===== src/rtl/khcsd_pkg.sv =====
// Shared constants, item types and keystream arithmetic for the keyed header check decryptor.
`timescale 1ns / 1ps
package khcsd_pkg;

  localparam int KEY_PERIOD_DEF  = 256;
  localparam int QUEUE_DEPTH_DEF = 4;

  // Header layout
  localparam int                HDR_CNT_W    = 5;
  localparam logic [HDR_CNT_W-1:0] HEADER_BYTES = 5'd16;
  localparam logic [HDR_CNT_W-1:0] HDR_LAST_IDX = 5'd15;
  localparam logic [31:0]       MAGIC_WORD   = 32'h4449_4d44;
  localparam logic [31:0]       VERSION_WORD = 32'h0001_0000;

  // Key check
  localparam logic [31:0] KEY_XOR         = 32'h304d_5751;
  localparam logic [31:0] KEY_MUL         = 32'd211;
  localparam logic [31:0] USER_MUL        = 32'd11;
  localparam logic [31:0] KEY_MOD         = 32'd19973;
  localparam int          KEY_RECIP_SHIFT = 46;
  localparam int          KEY_REM_W       = 15;
  localparam logic [31:0] KEY_RECIP       =
    32'((64'd1 << KEY_RECIP_SHIFT) / 64'(KEY_MOD));

  // Keystream
  localparam logic [31:0] STREAM_XOR         = 32'h9a87_df9f;
  localparam logic [31:0] STREAM_MUL         = 32'd13;
  localparam logic [31:0] STREAM_MOD         = 32'h0005_4781;
  localparam int          STREAM_RECIP_SHIFT = 48;
  localparam logic [31:0] STREAM_RECIP       =
    32'((64'd1 << STREAM_RECIP_SHIFT) / 64'(STREAM_MOD));
  // A stepped keystream value is below STREAM_MOD / 4, so it fits in 17 bits.
  localparam int          STREAM_T_W   = 17;
  localparam int          STREAM_V_W   = 21;
  localparam int          STREAM_MAX_QUOT = 5;
  localparam logic [31:0] STREAM_XOR_HI =
    STREAM_XOR & ~32'((64'd1 << STREAM_T_W) - 64'd1);
  localparam logic [31:0] STREAM_BASE = 32'(64'(STREAM_XOR_HI) * 64'(STREAM_MUL));
  localparam logic [31:0] STREAM_BASE_MOD = STREAM_BASE % STREAM_MOD;

  // Cycles the input is held off after a user identifier write while the seed settles.
  localparam int          SEED_SETTLE_CYCLES = 4;

  // Configuration register indexes
  localparam int                    CFG_INDEX_W    = 1;
  localparam logic [CFG_INDEX_W-1:0] REG_USER_ID    = 1'd0;
  localparam logic [CFG_INDEX_W-1:0] REG_CHECK_ONLY = 1'd1;

  // Item kinds passed from the front to the back
  localparam logic [1:0] KIND_STATUS  = 2'd0;
  localparam logic [1:0] KIND_SHORT   = 2'd1;
  localparam logic [1:0] KIND_PAYLOAD = 2'd2;

  // Status codes
  localparam logic [1:0] ST_OK     = 2'd0;
  localparam logic [1:0] ST_FORMAT = 2'd1;
  localparam logic [1:0] ST_USER   = 2'd2;

  typedef struct packed {
    logic [1:0]  kind;
    logic [7:0]  data;
    logic        last;
    logic        restart;
    logic        fmt_ok;
    logic [31:0] key_word;
    logic [31:0] size;
  } qe_t;

  typedef struct packed {
    logic signed [31:0] user_id;
    logic               check_only;
  } cfg_t;

  // One keystream step from a previously stepped value. The upper bits of the
  // operand are fixed by the XOR constant, so the high part of the product is a
  // constant and the low part never carries past bit 31; the remainder reduces
  // to a constant offset plus a short compare and subtract.
  function automatic logic [STREAM_T_W-1:0] stream_next(input logic [STREAM_T_W-1:0] t);
    logic [STREAM_V_W-1:0] v;
    logic [STREAM_V_W-1:0] r;
    v = STREAM_V_W'(STREAM_BASE_MOD)
        + STREAM_V_W'(t ^ STREAM_XOR[STREAM_T_W-1:0]) * STREAM_V_W'(STREAM_MUL);
    r = v;
    for (int k = 1; k <= STREAM_MAX_QUOT; k++) begin
      if (v >= STREAM_V_W'(32'(k) * STREAM_MOD)) begin
        r = v - STREAM_V_W'(32'(k) * STREAM_MOD);
      end
    end
    return r[STREAM_T_W+1:2];
  endfunction

endpackage


===== src/rtl/khcsd_in_if.sv =====
// Input byte channel interface.
`timescale 1ns / 1ps
interface khcsd_in_if;
  logic       valid;
  logic       ready;
  logic [7:0] data_byte;
  logic       last_byte;

  modport source (output valid, data_byte, last_byte, input ready);
  modport sink (input valid, data_byte, last_byte, output ready);
endinterface


===== src/rtl/khcsd_out_if.sv =====
// Result channel interface.
`timescale 1ns / 1ps
interface khcsd_out_if;
  logic        valid;
  logic        ready;
  logic [7:0]  out_byte;
  logic        is_status;
  logic [1:0]  status_code;
  logic [31:0] payload_length;
  logic        end_of_file;

  modport source (output valid, out_byte, is_status, status_code, payload_length,
                  end_of_file, input ready);
  modport sink (input valid, out_byte, is_status, status_code, payload_length,
                end_of_file, output ready);
endinterface


===== src/rtl/khcsd_cfg_if.sv =====
// Configuration write channel interface.
`timescale 1ns / 1ps
interface khcsd_cfg_if;
  logic                               valid;
  logic                               ready;
  logic [khcsd_pkg::CFG_INDEX_W-1:0] index;
  logic [31:0]                        data;

  modport source (output valid, index, data, input ready);
  modport sink (input valid, index, data, output ready);
endinterface


===== src/rtl/keyed_header_check_stream_decrypt_top.sv =====
// Top level of the keyed header check and stream decryptor.
`timescale 1ns / 1ps
// Takes a file one byte per item and accepts a new item every cycle while the
// result side keeps up and no user_id write is settling. Each file opens with
// a 16-byte header (magic, version, key check, payload size); the 16th byte, or
// an earlier last byte, yields one status item, and each later byte yields one
// decrypted item unless the header failed or check-only mode is set. A result
// passes from its accepted input item through the queue between the header
// front end and the back end, five stages that compute the key check
// remainder, and the output register. The sustained rate of one byte per cycle
// is set by the keystream step, which is computed combinationally ahead of the
// first back-end stage. After user_id is written, the keystream seed settles
// through the seed pipeline, and the input is held off while the settle counter
// runs down so that every item accepted later already sees the new seed.
module keyed_header_check_stream_decrypt_top #(
  parameter int KEY_PERIOD  = khcsd_pkg::KEY_PERIOD_DEF,
  parameter int QUEUE_DEPTH = khcsd_pkg::QUEUE_DEPTH_DEF
) (
  input  logic        clk,
  input  logic        rst_n,
  khcsd_in_if.sink    in_ch,
  khcsd_out_if.source out_ch,
  khcsd_cfg_if.sink   cfg_ch
);

  khcsd_pkg::cfg_t cfg_r, cfg_nxt;
  khcsd_pkg::qe_t  push_entry;
  khcsd_pkg::qe_t  head;
  logic            push;
  logic            q_full;
  logic            head_valid;
  logic            pop;
  logic [2:0]      settle_r, settle_nxt;
  logic            front_stall;

  assign cfg_ch.ready = 1'b1;
  assign front_stall  = q_full || (settle_r != 3'd0);

  always_comb begin
    cfg_nxt = cfg_r;
    if (cfg_ch.valid) begin
      case (cfg_ch.index)
        khcsd_pkg::REG_USER_ID:    cfg_nxt.user_id    = $signed(cfg_ch.data);
        khcsd_pkg::REG_CHECK_ONLY: cfg_nxt.check_only = cfg_ch.data[0];
        default: begin
          cfg_nxt = cfg_r;
        end
      endcase
    end
  end

  always_comb begin
    settle_nxt = settle_r;
    if (cfg_ch.valid && cfg_ch.ready && (cfg_ch.index == khcsd_pkg::REG_USER_ID)) begin
      settle_nxt = 3'(khcsd_pkg::SEED_SETTLE_CYCLES);
    end else if (settle_r != 3'd0) begin
      settle_nxt = settle_r - 1'b1;
    end
  end

  always_ff @(posedge clk) begin
    if (!rst_n) begin
      cfg_r.user_id    <= '0;
      cfg_r.check_only <= 1'b0;
      settle_r         <= 3'd0;
    end else begin
      cfg_r    <= cfg_nxt;
      settle_r <= settle_nxt;
    end
  end

  khcsd_front #(
    .KEY_PERIOD (KEY_PERIOD)
  ) u_front (
    .clk    (clk),
    .rst_n  (rst_n),
    .in_ch  (in_ch),
    .q_full (front_stall),
    .push   (push),
    .entry  (push_entry)
  );

  khcsd_queue #(
    .DEPTH (QUEUE_DEPTH)
  ) u_queue (
    .clk        (clk),
    .rst_n      (rst_n),
    .push       (push),
    .push_entry (push_entry),
    .full       (q_full),
    .pop        (pop),
    .head       (head),
    .head_valid (head_valid)
  );

  khcsd_back u_back (
    .clk        (clk),
    .rst_n      (rst_n),
    .cfg        (cfg_r),
    .head       (head),
    .head_valid (head_valid),
    .pop        (pop),
    .out_ch     (out_ch)
  );

endmodule


===== src/rtl/khcsd_front.sv =====
// Front part: gathers the header, tracks the keystream position and classifies items.
`timescale 1ns / 1ps
module khcsd_front #(
  parameter int KEY_PERIOD = khcsd_pkg::KEY_PERIOD_DEF
) (
  input  logic             clk,
  input  logic             rst_n,
  khcsd_in_if.sink         in_ch,
  input  logic             q_full,
  output logic             push,
  output khcsd_pkg::qe_t   entry
);

  localparam int POS_W = (KEY_PERIOD > 1) ? $clog2(KEY_PERIOD) : 1;

  logic [khcsd_pkg::HDR_CNT_W-1:0] cnt_r, cnt_nxt;
  logic [POS_W-1:0]                pos_r, pos_nxt;
  logic [POS_W:0]                  pos_inc;
  logic [3:0][3:0][7:0]            hdr_r;
  logic                            acc;
  logic                            in_hdr;
  logic                            hdr_done;

  assign in_ch.ready = !q_full;
  assign acc         = in_ch.valid && in_ch.ready;
  assign in_hdr      = (cnt_r != khcsd_pkg::HEADER_BYTES);
  assign hdr_done    = (cnt_r == khcsd_pkg::HDR_LAST_IDX);
  assign pos_inc     = {1'b0, pos_r} + {{POS_W{1'b0}}, 1'b1};

  always_comb begin
    push           = acc && (!in_hdr || hdr_done || in_ch.last_byte);
    entry.data     = in_ch.data_byte;
    entry.last     = in_ch.last_byte;
    entry.restart  = (pos_r == '0);
    entry.fmt_ok   = (hdr_r[0] == khcsd_pkg::MAGIC_WORD) &&
                     (hdr_r[1] == khcsd_pkg::VERSION_WORD);
    entry.key_word = hdr_r[2];
    entry.size     = {in_ch.data_byte, hdr_r[3][2], hdr_r[3][1], hdr_r[3][0]};
    if (!in_hdr) begin
      entry.kind = khcsd_pkg::KIND_PAYLOAD;
    end else if (hdr_done) begin
      entry.kind = khcsd_pkg::KIND_STATUS;
    end else begin
      entry.kind = khcsd_pkg::KIND_SHORT;
    end

    cnt_nxt = cnt_r;
    pos_nxt = pos_r;
    if (acc) begin
      if (in_hdr) begin
        cnt_nxt = cnt_r + 1'b1;
      end else if (pos_inc >= (POS_W + 1)'(KEY_PERIOD)) begin
        pos_nxt = '0;
      end else begin
        pos_nxt = pos_inc[POS_W-1:0];
      end
      // The byte after the last one of a file starts a new header.
      if (in_ch.last_byte) begin
        cnt_nxt = '0;
        pos_nxt = '0;
      end
    end
  end

  always_ff @(posedge clk) begin
    if (!rst_n) begin
      cnt_r <= '0;
      pos_r <= '0;
    end else begin
      cnt_r <= cnt_nxt;
      pos_r <= pos_nxt;
    end
  end

  always_ff @(posedge clk) begin
    if (acc && in_hdr) begin
      hdr_r[cnt_r[3:2]][cnt_r[1:0]] <= in_ch.data_byte;
    end
  end

endmodule


===== src/rtl/khcsd_queue.sv =====
// Short item queue between the front and back parts.
`timescale 1ns / 1ps
module khcsd_queue #(
  parameter int DEPTH = khcsd_pkg::QUEUE_DEPTH_DEF
) (
  input  logic           clk,
  input  logic           rst_n,
  input  logic           push,
  input  khcsd_pkg::qe_t push_entry,
  output logic           full,
  input  logic           pop,
  output khcsd_pkg::qe_t head,
  output logic           head_valid
);

  localparam int PW = (DEPTH > 1) ? $clog2(DEPTH) : 1;
  localparam int CW = $clog2(DEPTH + 1);

  khcsd_pkg::qe_t  mem_r [DEPTH];
  logic [PW-1:0]   wr_ptr_r, wr_ptr_nxt;
  logic [PW-1:0]   rd_ptr_r, rd_ptr_nxt;
  logic [CW-1:0]   cnt_r, cnt_nxt;

  assign full       = (cnt_r == CW'(DEPTH));
  assign head_valid = (cnt_r != '0);
  assign head       = mem_r[rd_ptr_r];

  always_comb begin
    wr_ptr_nxt = wr_ptr_r;
    rd_ptr_nxt = rd_ptr_r;
    cnt_nxt    = cnt_r;
    if (push) begin
      wr_ptr_nxt = (wr_ptr_r == PW'(DEPTH - 1)) ? '0 : wr_ptr_r + 1'b1;
    end
    if (pop) begin
      rd_ptr_nxt = (rd_ptr_r == PW'(DEPTH - 1)) ? '0 : rd_ptr_r + 1'b1;
    end
    if (push && !pop) begin
      cnt_nxt = cnt_r + 1'b1;
    end else if (pop && !push) begin
      cnt_nxt = cnt_r - 1'b1;
    end
  end

  always_ff @(posedge clk) begin
    if (!rst_n) begin
      wr_ptr_r <= '0;
      rd_ptr_r <= '0;
      cnt_r    <= '0;
    end else begin
      wr_ptr_r <= wr_ptr_nxt;
      rd_ptr_r <= rd_ptr_nxt;
      cnt_r    <= cnt_nxt;
    end
  end

  always_ff @(posedge clk) begin
    if (push) begin
      mem_r[wr_ptr_r] <= push_entry;
    end
  end

  a_no_push_full: assert property (@(posedge clk) disable iff (!rst_n)
    push |-> !full) else $error("queue written while full");

  a_no_pop_empty: assert property (@(posedge clk) disable iff (!rst_n)
    pop |-> head_valid) else $error("queue read while empty");

  a_cnt_bound: assert property (@(posedge clk) disable iff (!rst_n)
    cnt_r <= CW'(DEPTH)) else $error("queue fill count out of range");

  a_cnt_grows: assert property (@(posedge clk) disable iff (!rst_n)
    (push && !pop) |=> cnt_r == $past(cnt_r) + 1'b1)
    else $error("queue fill count did not follow a write");

endmodule


===== src/rtl/khcsd_back.sv =====
// Back part: keystream, key check pipeline, payload drop decision and result register.
`timescale 1ns / 1ps
module khcsd_back (
  input  logic             clk,
  input  logic             rst_n,
  input  khcsd_pkg::cfg_t  cfg,
  input  khcsd_pkg::qe_t   head,
  input  logic             head_valid,
  output logic             pop,
  khcsd_out_if.source      out_ch
);

  localparam int TW = khcsd_pkg::STREAM_T_W;
  localparam int RW = khcsd_pkg::KEY_REM_W;

  logic en;

  // Keystream seed pipeline, rerun continuously from the user identifier.
  logic [31:0]   sd_x_r, sd_p_r, sd_p2_r, sd_p3_r, sd_qm_r;
  logic [63:0]   sd_prod_r;
  logic [31:0]   sd_d, sd_red;
  logic [TW-1:0] seed_t_r;
  logic [31:0]   user11_r;

  // Keystream state
  logic [TW-1:0] t_r, t_nxt;
  logic          t_load;

  // Item stages
  khcsd_pkg::qe_t   s1_in;
  logic             s1_v_r, s2_v_r, s3_v_r, s4_v_r, s5_v_r;
  khcsd_pkg::qe_t   s1_it_r, s2_it_r, s3_it_r, s4_it_r, s5_it_r;
  logic [31:0]      s1_r_r;
  logic             s2_neg_r, s3_neg_r, s4_neg_r, s5_neg_r;
  logic [31:0]      s2_mag_r, s3_mag_r, s4_mag_r;
  logic [63:0]      s3_prod_r;
  logic [31:0]      s4_qd_r;
  logic [31:0]      s5_d;
  logic [31:0]      s5_red;
  logic [RW-1:0]    s5_m_r;

  // Result stage
  logic [31:0] kc;
  logic        emit;
  logic [1:0]  code_nxt;
  logic [31:0] len_nxt;
  logic        rejected_r, rejected_nxt;
  logic        out_valid_r, out_valid_nxt;
  logic [7:0]  out_byte_r;
  logic        out_is_status_r;
  logic [1:0]  out_code_r;
  logic [31:0] out_len_r;
  logic        out_eof_r;

  assign en  = !out_valid_r || out_ch.ready;
  assign pop = en && head_valid;

  // Seed: step(user_id * 13) with a full 32-bit remainder by reciprocal.
  assign sd_d   = sd_p3_r - sd_qm_r;
  assign sd_red = (sd_d >= khcsd_pkg::STREAM_MOD) ? sd_d - khcsd_pkg::STREAM_MOD : sd_d;

  always_ff @(posedge clk) begin
    sd_x_r    <= ($unsigned(cfg.user_id) * khcsd_pkg::STREAM_MUL) ^ khcsd_pkg::STREAM_XOR;
    sd_p_r    <= sd_x_r * khcsd_pkg::STREAM_MUL;
    sd_prod_r <= 64'(sd_p_r) * 64'(khcsd_pkg::STREAM_RECIP);
    sd_p2_r   <= sd_p_r;
    sd_qm_r   <= 32'(sd_prod_r[63:khcsd_pkg::STREAM_RECIP_SHIFT]) * khcsd_pkg::STREAM_MOD;
    sd_p3_r   <= sd_p2_r;
    seed_t_r  <= sd_red[TW+1:2];
    user11_r  <= $unsigned(cfg.user_id) * khcsd_pkg::USER_MUL;
  end

  // The keystream recurrence closes through t_r alone; it restarts from the seed.
  assign t_load = pop && (head.kind == khcsd_pkg::KIND_PAYLOAD);
  assign t_nxt  = head.restart ? seed_t_r : khcsd_pkg::stream_next(t_r);

  always_ff @(posedge clk) begin
    if (t_load) begin
      t_r <= t_nxt;
    end
  end

  always_comb begin
    s1_in      = head;
    s1_in.data = head.data ^ t_nxt[7:0];
  end

  // Key check stages: mix, magnitude, reciprocal multiply, quotient product, remainder.
  assign s5_d   = s4_mag_r - s4_qd_r;
  assign s5_red = (s5_d >= khcsd_pkg::KEY_MOD) ? s5_d - khcsd_pkg::KEY_MOD : s5_d;

  always_ff @(posedge clk) begin
    if (en) begin
      s1_it_r      <= s1_in;
      s1_r_r       <= ((head.size ^ khcsd_pkg::KEY_XOR) * khcsd_pkg::KEY_MUL) ^ user11_r;

      s2_it_r  <= s1_it_r;
      s2_neg_r <= s1_r_r[31];
      s2_mag_r <= s1_r_r[31] ? 32'd0 - s1_r_r : s1_r_r;

      s3_it_r   <= s2_it_r;
      s3_neg_r  <= s2_neg_r;
      s3_mag_r  <= s2_mag_r;
      s3_prod_r <= 64'(s2_mag_r) * 64'(khcsd_pkg::KEY_RECIP);

      s4_it_r  <= s3_it_r;
      s4_neg_r <= s3_neg_r;
      s4_mag_r <= s3_mag_r;
      s4_qd_r  <= 32'(s3_prod_r[63:khcsd_pkg::KEY_RECIP_SHIFT]) * khcsd_pkg::KEY_MOD;

      s5_it_r  <= s4_it_r;
      s5_neg_r <= s4_neg_r;
      s5_m_r   <= s5_red[RW-1:0];
    end
  end

  // Result: the remainder takes the sign of the dividend.
  assign kc = s5_neg_r ? 32'd0 - {{(32 - RW){1'b0}}, s5_m_r} : {{(32 - RW){1'b0}}, s5_m_r};

  always_comb begin
    code_nxt = khcsd_pkg::ST_OK;
    len_nxt  = 32'd0;
    emit     = 1'b0;
    case (s5_it_r.kind)
      khcsd_pkg::KIND_STATUS: begin
        emit = 1'b1;
        if (!s5_it_r.fmt_ok) begin
          code_nxt = khcsd_pkg::ST_FORMAT;
        end else if (kc != s5_it_r.key_word) begin
          code_nxt = khcsd_pkg::ST_USER;
        end else begin
          len_nxt = s5_it_r.size;
        end
      end
      khcsd_pkg::KIND_SHORT: begin
        emit     = 1'b1;
        code_nxt = khcsd_pkg::ST_FORMAT;
      end
      khcsd_pkg::KIND_PAYLOAD: begin
        emit = !rejected_r && !cfg.check_only;
      end
      default: begin
        emit = 1'b0;
      end
    endcase

    rejected_nxt  = rejected_r;
    out_valid_nxt = out_valid_r;
    if (en) begin
      out_valid_nxt = s5_v_r && emit;
      if (s5_v_r) begin
        if (s5_it_r.last) begin
          rejected_nxt = 1'b0;
        end else if (s5_it_r.kind == khcsd_pkg::KIND_STATUS) begin
          rejected_nxt = (code_nxt != khcsd_pkg::ST_OK);
        end
      end
    end
  end

  always_ff @(posedge clk) begin
    if (!rst_n) begin
      s1_v_r      <= 1'b0;
      s2_v_r      <= 1'b0;
      s3_v_r      <= 1'b0;
      s4_v_r      <= 1'b0;
      s5_v_r      <= 1'b0;
      rejected_r  <= 1'b0;
      out_valid_r <= 1'b0;
    end else begin
      if (en) begin
        s1_v_r <= head_valid;
        s2_v_r <= s1_v_r;
        s3_v_r <= s2_v_r;
        s4_v_r <= s3_v_r;
        s5_v_r <= s4_v_r;
      end
      rejected_r  <= rejected_nxt;
      out_valid_r <= out_valid_nxt;
    end
  end

  always_ff @(posedge clk) begin
    if (en) begin
      out_is_status_r <= (s5_it_r.kind != khcsd_pkg::KIND_PAYLOAD);
      out_byte_r      <= (s5_it_r.kind == khcsd_pkg::KIND_PAYLOAD) ? s5_it_r.data : 8'd0;
      out_code_r      <= code_nxt;
      out_len_r       <= len_nxt;
      out_eof_r       <= s5_it_r.last;
    end
  end

  assign out_ch.valid          = out_valid_r;
  assign out_ch.out_byte       = out_byte_r;
  assign out_ch.is_status      = out_is_status_r;
  assign out_ch.status_code    = out_code_r;
  assign out_ch.payload_length = out_len_r;
  assign out_ch.end_of_file    = out_eof_r;

  a_rejected_after_error: assert property (@(posedge clk) disable iff (!rst_n)
    (en && s5_v_r && (s5_it_r.kind == khcsd_pkg::KIND_STATUS) && !s5_it_r.last &&
     (code_nxt != khcsd_pkg::ST_OK)) |=> rejected_r)
    else $error("failed header did not block the payload");

  a_eof_clears_reject: assert property (@(posedge clk) disable iff (!rst_n)
    (en && s5_v_r && s5_it_r.last) |=> !rejected_r)
    else $error("reject flag survived the end of a file");

  a_error_no_length: assert property (@(posedge clk) disable iff (!rst_n)
    (out_valid_r && out_is_status_r && (out_code_r != khcsd_pkg::ST_OK))
      |-> (out_len_r == 32'd0))
    else $error("error status carries a payload length");

  a_payload_fields: assert property (@(posedge clk) disable iff (!rst_n)
    (out_valid_r && !out_is_status_r)
      |-> ((out_code_r == khcsd_pkg::ST_OK) && (out_len_r == 32'd0)))
    else $error("payload item carries status fields");

endmodule


===== src/flat_wrapper.sv =====
// flat-port wrapper written by rule: the top's interface ports become plain ports
module keyed_header_check_stream_decrypt_top_flat 
#(
  parameter int KEY_PERIOD  = khcsd_pkg::KEY_PERIOD_DEF,
  parameter int QUEUE_DEPTH = khcsd_pkg::QUEUE_DEPTH_DEF
)
  (clk, rst_n, in_ch_valid, in_ch_data_byte, in_ch_last_byte, in_ch_ready, out_ch_valid, out_ch_out_byte, out_ch_is_status, out_ch_status_code, out_ch_payload_length, out_ch_end_of_file, out_ch_ready, cfg_ch_valid, cfg_ch_index, cfg_ch_data, cfg_ch_ready);
  khcsd_in_if in_ch_i ();
  khcsd_out_if out_ch_i ();
  khcsd_cfg_if cfg_ch_i ();
  input  logic clk;
  input  logic rst_n;
  input wire logic [$bits(in_ch_i.valid)-1:0] in_ch_valid;
  input wire logic [$bits(in_ch_i.data_byte)-1:0] in_ch_data_byte;
  input wire logic [$bits(in_ch_i.last_byte)-1:0] in_ch_last_byte;
  output wire logic [$bits(in_ch_i.ready)-1:0] in_ch_ready;
  output wire logic [$bits(out_ch_i.valid)-1:0] out_ch_valid;
  output wire logic [$bits(out_ch_i.out_byte)-1:0] out_ch_out_byte;
  output wire logic [$bits(out_ch_i.is_status)-1:0] out_ch_is_status;
  output wire logic [$bits(out_ch_i.status_code)-1:0] out_ch_status_code;
  output wire logic [$bits(out_ch_i.payload_length)-1:0] out_ch_payload_length;
  output wire logic [$bits(out_ch_i.end_of_file)-1:0] out_ch_end_of_file;
  input wire logic [$bits(out_ch_i.ready)-1:0] out_ch_ready;
  input wire logic [$bits(cfg_ch_i.valid)-1:0] cfg_ch_valid;
  input wire logic [$bits(cfg_ch_i.index)-1:0] cfg_ch_index;
  input wire logic [$bits(cfg_ch_i.data)-1:0] cfg_ch_data;
  output wire logic [$bits(cfg_ch_i.ready)-1:0] cfg_ch_ready;
  assign in_ch_i.valid = in_ch_valid;
  assign in_ch_i.data_byte = in_ch_data_byte;
  assign in_ch_i.last_byte = in_ch_last_byte;
  assign in_ch_ready = in_ch_i.ready;
  assign out_ch_valid = out_ch_i.valid;
  assign out_ch_out_byte = out_ch_i.out_byte;
  assign out_ch_is_status = out_ch_i.is_status;
  assign out_ch_status_code = out_ch_i.status_code;
  assign out_ch_payload_length = out_ch_i.payload_length;
  assign out_ch_end_of_file = out_ch_i.end_of_file;
  assign out_ch_i.ready = out_ch_ready;
  assign cfg_ch_i.valid = cfg_ch_valid;
  assign cfg_ch_i.index = cfg_ch_index;
  assign cfg_ch_i.data = cfg_ch_data;
  assign cfg_ch_ready = cfg_ch_i.ready;
  keyed_header_check_stream_decrypt_top #(.KEY_PERIOD(KEY_PERIOD), .QUEUE_DEPTH(QUEUE_DEPTH)) u_core (.clk(clk), .rst_n(rst_n), .in_ch(in_ch_i), .out_ch(out_ch_i), .cfg_ch(cfg_ch_i));
endmodule

===== config.mk =====
export PLATFORM = sky130hd
export DESIGN_NAME = keyed_header_check_stream_decrypt_top_flat
export DESIGN_NICKNAME = d
export VERILOG_FILES = /design/src/rtl/khcsd_pkg.sv /design/src/rtl/khcsd_in_if.sv /design/src/rtl/khcsd_out_if.sv /design/src/rtl/khcsd_cfg_if.sv /design/src/rtl/keyed_header_check_stream_decrypt_top.sv /design/src/rtl/khcsd_front.sv /design/src/rtl/khcsd_queue.sv /design/src/rtl/khcsd_back.sv /design/src/flat_wrapper.sv
export SDC_FILE = /design/constraint.sdc
export NUM_CORES = 2
export LEC_CHECK = 0
export BUFFER_PORTS_ARGS = -buffer_cell sky130_fd_sc_hd__buf_4
export CORE_MARGIN = 3
export CORE_UTILIZATION = 58
export DETAILED_ROUTE_END_ITERATION = 10
export PLACE_DENSITY = 0.73
export SLEW_MARGIN = 20
export SYNTH_ARGS = -nofsm -noshare
export SYNTH_HDL_FRONTEND = slang
export SYNTH_SLANG_ARGS = --single-unit

===== constraint.sdc =====
create_clock -name clk -period 52.8 [get_ports clk]
set_input_delay 7.92 -clock clk [delete_from_list [all_inputs] [get_ports clk]]
set_output_delay 7.92 -clock clk [all_outputs]
set_load 0.01 [all_outputs]

## Word-level counts from Yosys, hierarchy flattened

Memories as Yosys holds them, arrays and structs flattened. A register that Yosys moved wholly into a read port is not among the register bits.
Cells that the tools add are included.
Widths: inputs -> output; s select.

| word-level totals | value |
|---|---|
| input port bits | 47 |
| memories | 1 |
| memory bits (writable) | 308 |
| logic and storage cells | 230 |
| register bits after elaboration | 1141 |
| bits in latches | 0 |
| memory bits (read-only) | 0 |

Memories:

| memory | depth | width | rd ports | clocked after memory_dff | wr ports | RTL line | source |
|---|---|---|---|---|---|---|---|
| u_core.u_queue.mem_r | 4 | 77 | 1 | 1 | 1 | khcsd_queue.sv:19 | `khcsd_pkg::qe_t mem_r [DEPTH];` |

| cells by class | value |
|---|---|
| eq/ne operators | 13 |
| mux-type cells | 38 |
| reduce and logical (&&, ||, !) cells | 41 |
| divide/modulo/power cells | 0 |
| shift operators | 0 |
| bitwise gates (word level) | 9 |
| magnitude comparators | 12 |
| multipliers | 9 |
| add/sub/neg operators | 19 |

Operators by type and width:

| operator | number |
|---|---|
| $bwmux 128 | 1 |
| $mux 19 | 6 |
| $mul 32x4->32 const B | 3 |
| $sub 19x19->19 const B | 4 |
| $demux 32 s2 | 1 |
| $mux 32 | 2 |
| $sub 32x32->32 | 2 |
| $mul 32x29->61 const B | 1 |
| $mul 32x28->60 const B | 1 |
| $ge 21x20->1 const B | 2 |
| $ge 21x21->1 const B | 2 |
| $sub 19x18->19 const B | 2 |
| $eq 32x17->1 const B | 1 |
| $eq 32x31->1 const B | 1 |
| $ge 32x15->1 const B | 1 |
| $ge 32x19->1 const B | 1 |
| $mul 14x19->32 const B | 1 |
| $mul 18x15->32 const B | 1 |
| $mul 32x8->32 const B | 1 |
| $mux 8 | 4 |
| $ne 32x32->1 | 1 |
| $sub 1x32->32 const A | 1 |
| $xor 32x32->32 | 1 |
| $mux 31 | 1 |
| 43 further kinds | 99 |

## Longest topological paths before layout

| logic depth | value |
|---|---|
| word-level depth | 11 |
| depth in mapped cells | 29 |

## Modules after synthesis

A second synthesis with hierarchy kept.

| unflattened totals | value |
|---|---|
| cell total of the unflattened synthesis | 8656 |
| area total of the unflattened synthesis | 102876.2 µm² |

Modules (own cells, without submodules):

| module | area each (µm²) | sequential area each (µm²) | times used | cells each |
|---|---|---|---|---|
| khcsd_back | 84573.6 | 23762.8 | 1 | 7720 |
| khcsd_queue | 11603.6 | 9429.0 | 1 | 447 |
| khcsd_front | 5280.1 | 3863.7 | 1 | 322 |
| keyed_header_check_stream_decrypt_top | 1418.9 | 720.7 | 1 | 167 |

## Least setup slack after synthesis

No wires, ideal clock.

| timing | value |
|---|---|
| kind | input to register |
| from | input out_ch_ready |
| to | register u_core.u_back.t_r[0], enable pin |
| stages on the path | 4 |
| arrival time | 24522 ps |
| data required time | 52384 ps |
| setup time | 416 ps |
| slack | 27862 ps |
| buffers on the path | 0 |
| cells stage by stage | nor2b_1 inv_1 o31ai_1 nor3b_1 |

| on the way | value |
|---|---|
| longest elaborated chain between the ends | 3 |

Ends and longest elaborated chain:

| element | RTL line | source |
|---|---|---|
| start, declared | flat_wrapper.sv:23 | `input wire logic [$bits(out_ch_i.ready)-1:0] out_ch_ready;` |
| $logic_or 1x1->1 | khcsd_back.sv:55 | `assign en = !out_valid_r \|\| out_ch.ready;` |
| net u_core.u_back.en | khcsd_back.sv:16 | `logic en;` |
| $logic_and 1x1->1 | khcsd_back.sv:56 | `assign pop = en && head_valid;` |
| $logic_and 1x1->1 | khcsd_back.sv:74 | `assign t_load = pop && (head.kind == khcsd_pkg::KIND_PAYLOAD);` |
| net u_core.u_back.t_load | khcsd_back.sv:27 | `logic t_load;` |
| end signal, assigned | khcsd_back.sv:79 | `t_r <= t_nxt;` |
| end, declared | khcsd_back.sv:26 | `logic [TW-1:0] t_r, t_nxt;` |

The timed path passes the listed nets, and every way through them passes these cells.
A chain may end at the register's enable or synchronous reset.

## Worst setup path in the final report

| timing | value |
|---|---|
| from | input out_ch_ready |
| to | register u_core.u_back.s5_it_r[68] (netlist bit), enable pin |

| on the way | value |
|---|---|
| longest elaborated chain between the ends | 1 |

Ends and longest elaborated chain:

| element | RTL line | source |
|---|---|---|
| $logic_or 1x1->1 | khcsd_back.sv:55 |  |
| net u_core.u_back.en | khcsd_back.sv:16 |  |
| end signal, assigned | khcsd_back.sv:111 | `s5_it_r <= s4_it_r;` |
| end, declared | khcsd_back.sv:32 | `khcsd_pkg::qe_t s1_it_r, s2_it_r, s3_it_r, s4_it_r, s5_it_r;` |

The timed path passes the listed nets, and every way through them passes these cells.

==> results.cfg <==
[drt]
vias = 59900
drt_iter0_drc = 4408
drc = 0
dr_wl_met2_um = 109000
wl_met1_um = 96800
top_layer_used = met4
dr_wl_met3_um = 12200
wl_per_cell_um = 20.5
wl_um = 225000
firstDrtPassIters = 6
ant_nets = 0
via_per_inst = 5.47

[worst_setup_path]
path_class = input port to flip-flop
crit_buf_inv = 7
r2r_setup_slack_ns = 43.74
critical_path.startpoint_type = input port
crit_top_cell = buf_4
worstPathMaxFanout = 123
cpPeakStageDelay_ns = 0.73
required_ns = 53.19
cpLargestDelayFamily = buffers and inverters
endpoint_kind = flip-flop
cp.arrival_ns = 11.83
reg2regPathDepth = 26
r2r_start = u_core.u_back.sd_p_r[20]
slowest_stage = buf_4
r2r_end = u_core.u_back.sd_prod_r[61]
path_cells = buf_4 > nor2b_1 > inv_8 > buf_4 > buf_4 > buf_16 > buf_4 > buf_4

[sta]
fmax_mhz = 87.4
fin_crit_sh_pct = 21.7
max-slew-margin-rel_pct = 27.5
fin_worst_skew_ns = 0.0645
final-setup-viol-count = 0
worstMarginPinSlew_ns = 1.09
rsz0062_at_grt = false
drv_slew = 0
final_hold_viol_count = 0
min_period_ns = 11.44
fin_setup_tns_ns = 0

[clock_tree]
post-cts-setup-buffers = 0
postCtsHoldBufs = 0
clk_latency_ns = 0.80
clk_pin_slew_ns = 0.06
tritoncts = built
ctsResizeCount = 0
clock-root-buffer = clkbuf_16
cts_max_path_buffers = 3
cts_max_level = 4
clock_sinks = 1322
cts_made_buffers = 136

[global_route]
grt-ovfl-total = 0
grt_pass1_vias = 63400
antenna_found_initial = 1
grt_pass1_wl_um = 357000
grt_max_degree = 150
gr-usage-all-layers_pct = 26.0

[logic_synthesis]
synth-seq-cells = 1322
synth-async-reset-ratio_pct = 0
yosysUniqueCellTypes = 96
synth_top_area_cell = edfxtp_1
yosysMostFrequentCell = inv_1
synth_fp_nets = 10800
syn_area_um2 = 100000
synth-simple-area-share_pct = 5.41
synth-compound-area-share_pct = 6.54
synth.yosys.seq_area_share_pct = 36.8
synth.top_cells.by_count = inv_1 (2077), ha_1 (1239), fa_1 (1120)
synth_top_family_by_area = adder cells
muxShareOfSynthArea_pct = 1.76
synth_top_area_share_pct = 31.0
yosysWarnings = 0
synthFlopType = edfxtp_1
postSynthCellCount = 8380
synth-xor-area-share_pct = 3.47
synthTopCellsByArea = edfxtp_1 (31%), fa_1 (22%), ha_1 (15%), inv_1 (7.8%), dfxtp_1 (5.8%)
synth_fa_ha_area_share_pct = 37.9
synth_edf_count = 1034
syn_area_per_cell_um2 = 11.9

[die]
coreArea_um2 = 170000
die_w_um = 421
dieArea_um2 = 178000
num_rows = 151
initial_core_util_pct = 58.7
die_height_um = 421
ioPinCount = 94

[final_layout]
nets = 11000
drive_gt1_share_pct = 5.55
num_antenna_cells = 0
area_growth_pct = 8.36

[min_path]
min_to = u_core.u_back.sd_p3_r[22]
hp-start = u_core.u_back.sd_p2_r[22]
hold_depth = 0
holdCritPathClass = flip-flop to flip-flop

[place]
place.gp.congestion = 0.963
numPortBuffers = 92
dp_hpwl_um = 181000

[outcome]
status = completed

[run]
cap_violations = 0
logic make-up after synthesis:
logic type | Yosys count
mux | 89
simple gates | 1079
fa+ha+maj | 2359
xor+xnor | 396
compound gates | 978
other cells | 1
buf+inv | 2156
flops | 1322
worst max path at each step:
stage / from / end / cells past startpoint
3_3_place_gp: out_ch_ready / u_core.u_back.s3_mag_r[10] / 7
5_1_grt: out_ch_ready / u_core.u_back.s4_mag_r[3] / 8
6_report: out_ch_ready / u_core.u_back.s5_it_r[68] / 8
4_1_cts: out_ch_ready / u_core.u_back.s3_mag_r[8] / 7
3_5_place_dp: out_ch_ready / u_core.u_back.s3_mag_r[10] / 7
2_1_floorplan: out_ch_ready / u_core.u_back.t_r[0] / 4
layer usage:
layer | vias to the layer above | track usage, %
met5 | - | 0
met4 | 0 | 7.67
met3 | 332 | 4.13
met2 | 1438 | 43.3
met1 | 30200 | 35.5
li1 | 28000 | -
metrics by stage:
stage                     cell area [um2]  util (%)  worst slack (ns)  instances  hold slack (ns)
after CTS                          108000      63.6             41.14      11000            0.321
after global placement             104000      60.8             40.45      10700            0.311
final                              108000      63.6             41.36      11000            0.323
after global routing               108000      63.6             41.03      11000            0.324
after floorplan                    100000         -             27.86       8380            0.310
after detailed placement           104000      60.8             40.32      10700            0.312
flip-flops by register name, indices dropped and copies added, names as in the netlist, 32 cells and up, named ones only:
signal	flops
u_core.u_queue.mem_r	276
u_core.u_back.s1_it_r	76
u_core.u_back.s2_it_r	76
u_core.u_back.s3_it_r	76
u_core.u_back.s4_it_r	76
u_core.u_back.s5_it_r	76
u_core.u_front.hdr_r	64
u_core.u_front.entry	56
u_core.cfg_r	33
u_core.u_back.out_ch.payload_length	32
u_core.u_back.s1_r_r	32
u_core.u_back.s2_mag_r	32
u_core.u_back.s3_mag_r	32
u_core.u_back.s4_mag_r	32
u_core.u_back.s4_qd_r	32
u_core.u_back.sd_p2_r	32
u_core.u_back.sd_p3_r	32
u_core.u_back.sd_p_r	32
u_core.u_back.sd_qm_r	32
u_core.u_back.sd_x_r	32
u_core.u_back.user11_r	32
layout make-up:
type	instances	area, um2
Clock buffer	156	3520
Clock inverter	92	1300
Fill cell	13100	62000
Inverter	2077	7800
Multi-Input combinational cell	4902	55200
Sequential cell	1322	36800
Tap cell	2295	2870
Timing Repair Buffer	124	963
layout by cell type (no fill, tap or decap), types with 118 or more instances in the layout:
master and count:
inv_1 2076, xnor2_1 277, clkbuf_16 136, nor2_1 231
a21oi_1 240, ha_1 1239, o21ai_0 159, nand2_1 284
a21o_1 125, xor2_1 118, dfxtp_1 286, buf_4 122
edfxtp_1 1034, fa_1 1120
Power is left out: the tool's default activity adds up to more than one toggle a clock period on the data nets, which glitch-free logic cannot reach.
